$ cat src/sv/assert_macros.svh
// Assertion macros used by the top level of the frame rate mode estimator.
`ifndef ASSERT_MACROS_SVH
`define ASSERT_MACROS_SVH

// Check a condition at every clock edge outside reset.
`define ASSERT_ALWAYS(label, expr, msg) \
  label: assert property (@(posedge clk) disable iff (rst) (expr)) else $error(msg);

// Check that a trigger is followed by a condition in the next cycle.
`define ASSERT_NEXT(label, trig, expr, msg) \
  label: assert property (@(posedge clk) disable iff (rst) (trig) |=> (expr)) else $error(msg);

`endif

$ cat src/sv/fre_pkg.sv
// Shared types and constants of the frame rate mode estimator.
`default_nettype none

package fre_pkg;

  localparam int TS_W      = 64;
  localparam int GAP_W     = 32;
  localparam int CFG_W     = 32;
  localparam int CFG_IDX_W = 2;
  localparam int MIN_W     = 30;
  localparam int EST_W     = 8;
  localparam int CNT_W     = 32;

  localparam logic [CFG_IDX_W-1:0] CFG_INITIAL_RATE = 2'd0;
  localparam logic [CFG_IDX_W-1:0] CFG_MIN_INTERVAL = 2'd1;
  localparam logic [CFG_IDX_W-1:0] CFG_MAX_INTERVAL = 2'd2;

  localparam logic [EST_W-1:0] EMPTY_RATE       = 8'd30;
  localparam logic [EST_W-1:0] RESET_RATE       = 8'd30;
  localparam logic [MIN_W-1:0] RESET_MIN_NS     = 30'd1000000;
  localparam logic [GAP_W-1:0] RESET_MAX_NS     = 32'd1000000000;
  localparam logic [CNT_W-1:0] COUNT_MAX        = 32'hFFFF_FFFF;

  typedef struct packed {
    logic capture;
    logic check;
    logic div_start;
    logic div_step;
    logic round;
    logic rd;
    logic update;
    logic finish;
    logic load_out;
  } fre_cmd_t;

  typedef struct packed {
    logic in_bounds;
    logic div_last;
    logic hit;
  } fre_status_t;

endpackage

`default_nettype wire

$ cat src/sv/fre_ctrl.sv
// Controller state machine of the frame rate mode estimator.
`default_nettype none

module fre_ctrl import fre_pkg::*; (
  input  wire logic        clk,
  input  wire logic        rst,
  input  wire logic        in_valid,
  output      logic        in_ready,
  output      logic        out_valid,
  input  wire logic        out_ready,
  input  wire fre_status_t status,
  output      fre_cmd_t    cmd
);

  typedef enum logic [8:0] {
    S_IDLE   = 9'b0_0000_0001,
    S_CHECK  = 9'b0_0000_0010,
    S_BOUND  = 9'b0_0000_0100,
    S_DIV    = 9'b0_0000_1000,
    S_ROUND  = 9'b0_0001_0000,
    S_READ   = 9'b0_0010_0000,
    S_UPDATE = 9'b0_0100_0000,
    S_FINISH = 9'b0_1000_0000,
    S_DONE   = 9'b1_0000_0000
  } state_t;

  state_t state;
  state_t state_next;
  logic   out_free;

  assign out_free = !out_valid || out_ready;
  assign in_ready = (state == S_IDLE) && !rst;

  always_comb begin
    cmd           = '0;
    cmd.capture   = (state == S_IDLE) && in_valid;
    cmd.check     = (state == S_CHECK);
    cmd.div_start = (state == S_BOUND);
    cmd.div_step  = (state == S_DIV);
    cmd.round     = (state == S_ROUND);
    cmd.rd        = (state == S_READ);
    cmd.update    = (state == S_UPDATE);
    cmd.finish    = (state == S_FINISH);
    cmd.load_out  = (state == S_DONE) && out_free;
  end

  always_comb begin
    state_next = state;
    case (state)
      S_IDLE: begin
        if (in_valid) begin
          state_next = S_CHECK;
        end
      end
      S_CHECK:  state_next = S_BOUND;
      S_BOUND: begin
        state_next = status.in_bounds ? S_DIV : S_DONE;
      end
      S_DIV: begin
        if (status.div_last) begin
          state_next = S_ROUND;
        end
      end
      S_ROUND: begin
        state_next = status.hit ? S_READ : S_FINISH;
      end
      S_READ:   state_next = S_UPDATE;
      S_UPDATE: state_next = S_FINISH;
      S_FINISH: state_next = S_DONE;
      S_DONE: begin
        if (out_free) begin
          state_next = S_IDLE;
        end
      end
      default:  state_next = S_IDLE;
    endcase
  end

  always_ff @(posedge clk) begin
    if (rst) begin
      state     <= S_IDLE;
      out_valid <= 1'b0;
    end else begin
      state <= state_next;
      if (cmd.load_out) begin
        out_valid <= 1'b1;
      end else if (out_ready) begin
        out_valid <= 1'b0;
      end
    end
  end

endmodule

`default_nettype wire

$ cat config.mk
export PLATFORM = sky130hd
export DESIGN_NAME = fre_ctrl
export DESIGN_NICKNAME = d
export VERILOG_FILES = /design/src/sv/assert_macros.svh /design/src/sv/fre_pkg.sv /design/src/sv/fre_ctrl.sv
export SDC_FILE = /design/constraint.sdc
export NUM_CORES = 1
export LEC_CHECK = 0
export ABC_CLOCK_PERIOD_IN_PS = 1650
export BUFFER_PORTS_ARGS = -buffer_cell sky130_fd_sc_hd__buf_4
export CAP_MARGIN = 20
export CORE_MARGIN = 2
export CORE_UTILIZATION = 44
export DETAILED_ROUTE_END_ITERATION = 10
export GPL_ROUTABILITY_DRIVEN = 0
export GPL_TIMING_DRIVEN = 0
export MAX_ROUTING_LAYER = met4
export PLACE_DENSITY = 0.8
export SLEW_MARGIN = 30
export SYNTH_ARGS = -nofsm -noshare
export SYNTH_HDL_FRONTEND = slang
export SYNTH_SLANG_ARGS = --single-unit
$ cat constraint.sdc
create_clock -name clk -period 1.65 [get_ports clk]
set_clock_uncertainty 0.1 [all_clocks]
set_input_delay 0.2475 -clock clk [delete_from_list [all_inputs] [get_ports clk]]
set_output_delay 0.2475 -clock clk [all_outputs]
set_load 0.1 [all_outputs]
==> metrics <==
run status=finished, violations left; clock root cell=clkbuf_4; wire length per cell=approximately 17 µm; Core Util, Final=89.6%; CTS Buf Count=3; Vias/cell=about 6; ys flop type=dfxtp_1; worst hold path type=primary input to flip-flop; leakage=roughly 0.46 nW; RSZ-0062 raised after global routing=yes; hold_ws=around 90 ps; Buffers on Ports=17; vias in the first global route=between 700 and 800; PwrDens=roughly 570 mW/mm²; Final period util=124%; final worst path period need=around 2000 ps; clock buffer depth=2; final worst setup slack=-395 ps; share of layout cells above drive strength 1=just over 60%; nets=120; final WL=approximately 2100 µm; Max H-tree Level=1; largest fanout on the critical path=3; later-pin clock latency in the skew report=between 200 and 300 ps; sequential share of the synthesized area=a little under a third; Cells after DPL=106; sequential power share=between 30% and 40%; remaining global-route overflow=0; Synth async-reset ratio=0%; final setup fails=16; Area after DPL=approximately 860 µm²; maximum number of pins on one net before global-route repair=9; Vias=755; Synth area leader=dfxtp_1; Net Count, Synth=81; Yosys cell types=31; violated checks=negative setup slack; Final Non-Filler Cells=126; clock network fraction of total power=around a quarter; Post-Route Setup TNS=-4460 ps; leading post-synthesis cells by cell area=dfxtp_1, nor4_4, nor4_1; die area=about 0.0018 mm²; HPWL Detailed=around 1100 µm; Synth top area share=around a third; die width=between 40 and 50 µm; Synth Cell Area=around 640 µm²; P_int=0.446 mW; Max VDD drop=0.728 mV; sw frac=about a third; crit path kind=flip-flop to primary output; first-pass GRT wire length=around 3100 µm; diode count=0; Area Overhead vs Synth=87.3%; Max Cap Viol=0; Die Y=42.1 µm; final instance area=between 0.001 and 0.0015 mm²; IO Count=18; core area=roughly 0.0013 mm²; Routed Antenna Nets=0; clock-pin slew on the worst setup and hold paths=~70 ps; Slew HR=77.6%; Worst-Margin Slew=~330 ps; total power=slightly below 0.7 mW; cell count after synthesis=74; Startpoint Class=flip-flop; crit end category=primary output; clk sink count=10; starting density of the core=~48%; drt pass-1 iters=4; pre-CTS setup slack=-349 ps; CTS tree=built; GRT Total Usage=23.2%; sw power=0.235 mW; antenna violations before repair=0; DRC viols=0; row count=13; Logic pwr share=between 30% and 40%; starting DRC count in detailed routing=21; Avg Inst Size Synth=roughly 8.6 µm²; CP arrival=roughly 1700 ps; Yosys reg bits=10; YS warnings=0; Post-synth EDFFs=0; max-slew violations=0; Req. time, crit path=roughly 1300 ps; final hold vios=0; fmax=0.489 GHz
-- kinds of logic (layout without fill, tap and decap cells) --
group / after synthesis / after routing / synth area share, %
buffers and inverters: 5 / 42 / 2.94
and+or+nand+nor: 46 / 46 / 51.6
DFF: 10 / 10 / 31.4
AOI/OAI and AO/OA: 11 / 11 / 11.4
xor gates and xnor gates: 2 / 2 / 2.75
-- Yosys cell counts (2+ instances only) --
cell type and number:
dfxtp_1 10, nor2_1 8, inv_1 5, nand2_1 5, nor4_1 5, nor2b_1 4, nor4_4 4, nand2b_1 3
nor3_1 3, a21oi_1 2, a31oi_1 2, nand3_1 2, o21ai_0 2, xor2_1 2
-- cells in the final DEF (no fill, tap or decap), types with 3 or more instances in the layout --
master / count
buf_4: 20
buf_12: 8
nor4_4: 6
buf_6: 6
inv_1: 5
dfxtp_4: 5
nor2_4: 4
nor2_1: 4
nand2_1: 4
dfxtp_2: 4
nor2b_1: 3
nand2b_1: 3
nor4_1: 3
clkbuf_4: 3
-- power by group through the flow --
| stage | sequential [mW] | combinational (mW) | clock (mW) |
|---|---|---|---|
| after floorplan | 0.263 | 0.115 | 0 |
| after global placement | 0.265 | 0.146 | 0 |
| after detailed placement | 0.265 | 0.148 | 0 |
| after CTS | 0.256 | 0.212 | 0.163 |
| after global routing | 0.255 | 0.256 | 0.191 |
| final | 0.254 | 0.246 | 0.181 |
-- layer usage --
layer  vias to the layer above  track usage, %  part of all wire (%)
met2                        28            38.1                    52
met5                         -               -                     0
met3                         4            5.17                   4.7
met4                         0            6.25                   1.2
met1                       372            28.7                    42
li1                        351               -                     -
-- what timing repair did --
item	CTS	global route
pin swaps	7	10
hold buffers	0	0
resized for setup	39	8
setup buffers	14	3
endpoints found under the setup margin	16	17
-- sequential cells by signal, summed over array words and instances, names as in the netlist --
register   cells
state          9
out_valid      1
-- final cells by class --
| cell class | count | area [µm²] |
|---|---|---|
| sequential | 10 | 224 |
| clock buffer | 3 | 22.5 |
| tap | 15 | 18.8 |
| inverter | 5 | 18.8 |
| fill | 57 | 139 |
| timing repair buffer | 34 | 378 |
| multi-input combinational | 59 | 533 |
-- worst paths after layout --
kind                          from                    end  slack [ps]  depth (start not counted)
max          state[5]$_SDFFE_PP0P_                 cmd[5]        -400                          3
min                            rst  state[8]$_SDFFE_PP0P_          90                          2
max reg2reg  state[5]$_SDFFE_PP0P_  state[2]$_SDFFE_PP0P_        -210                          5
min reg2reg  state[7]$_SDFFE_PP0P_  state[7]$_SDFFE_PP0P_         370                          1
-- worst max-delay path, stage by stage (launching register included) --
cell and delay [ps]:
dfxtp_4 360, or4_4 580, nor4_4 210, buf_6 270
No activity file was read; power rests on OpenSTA's default activity.
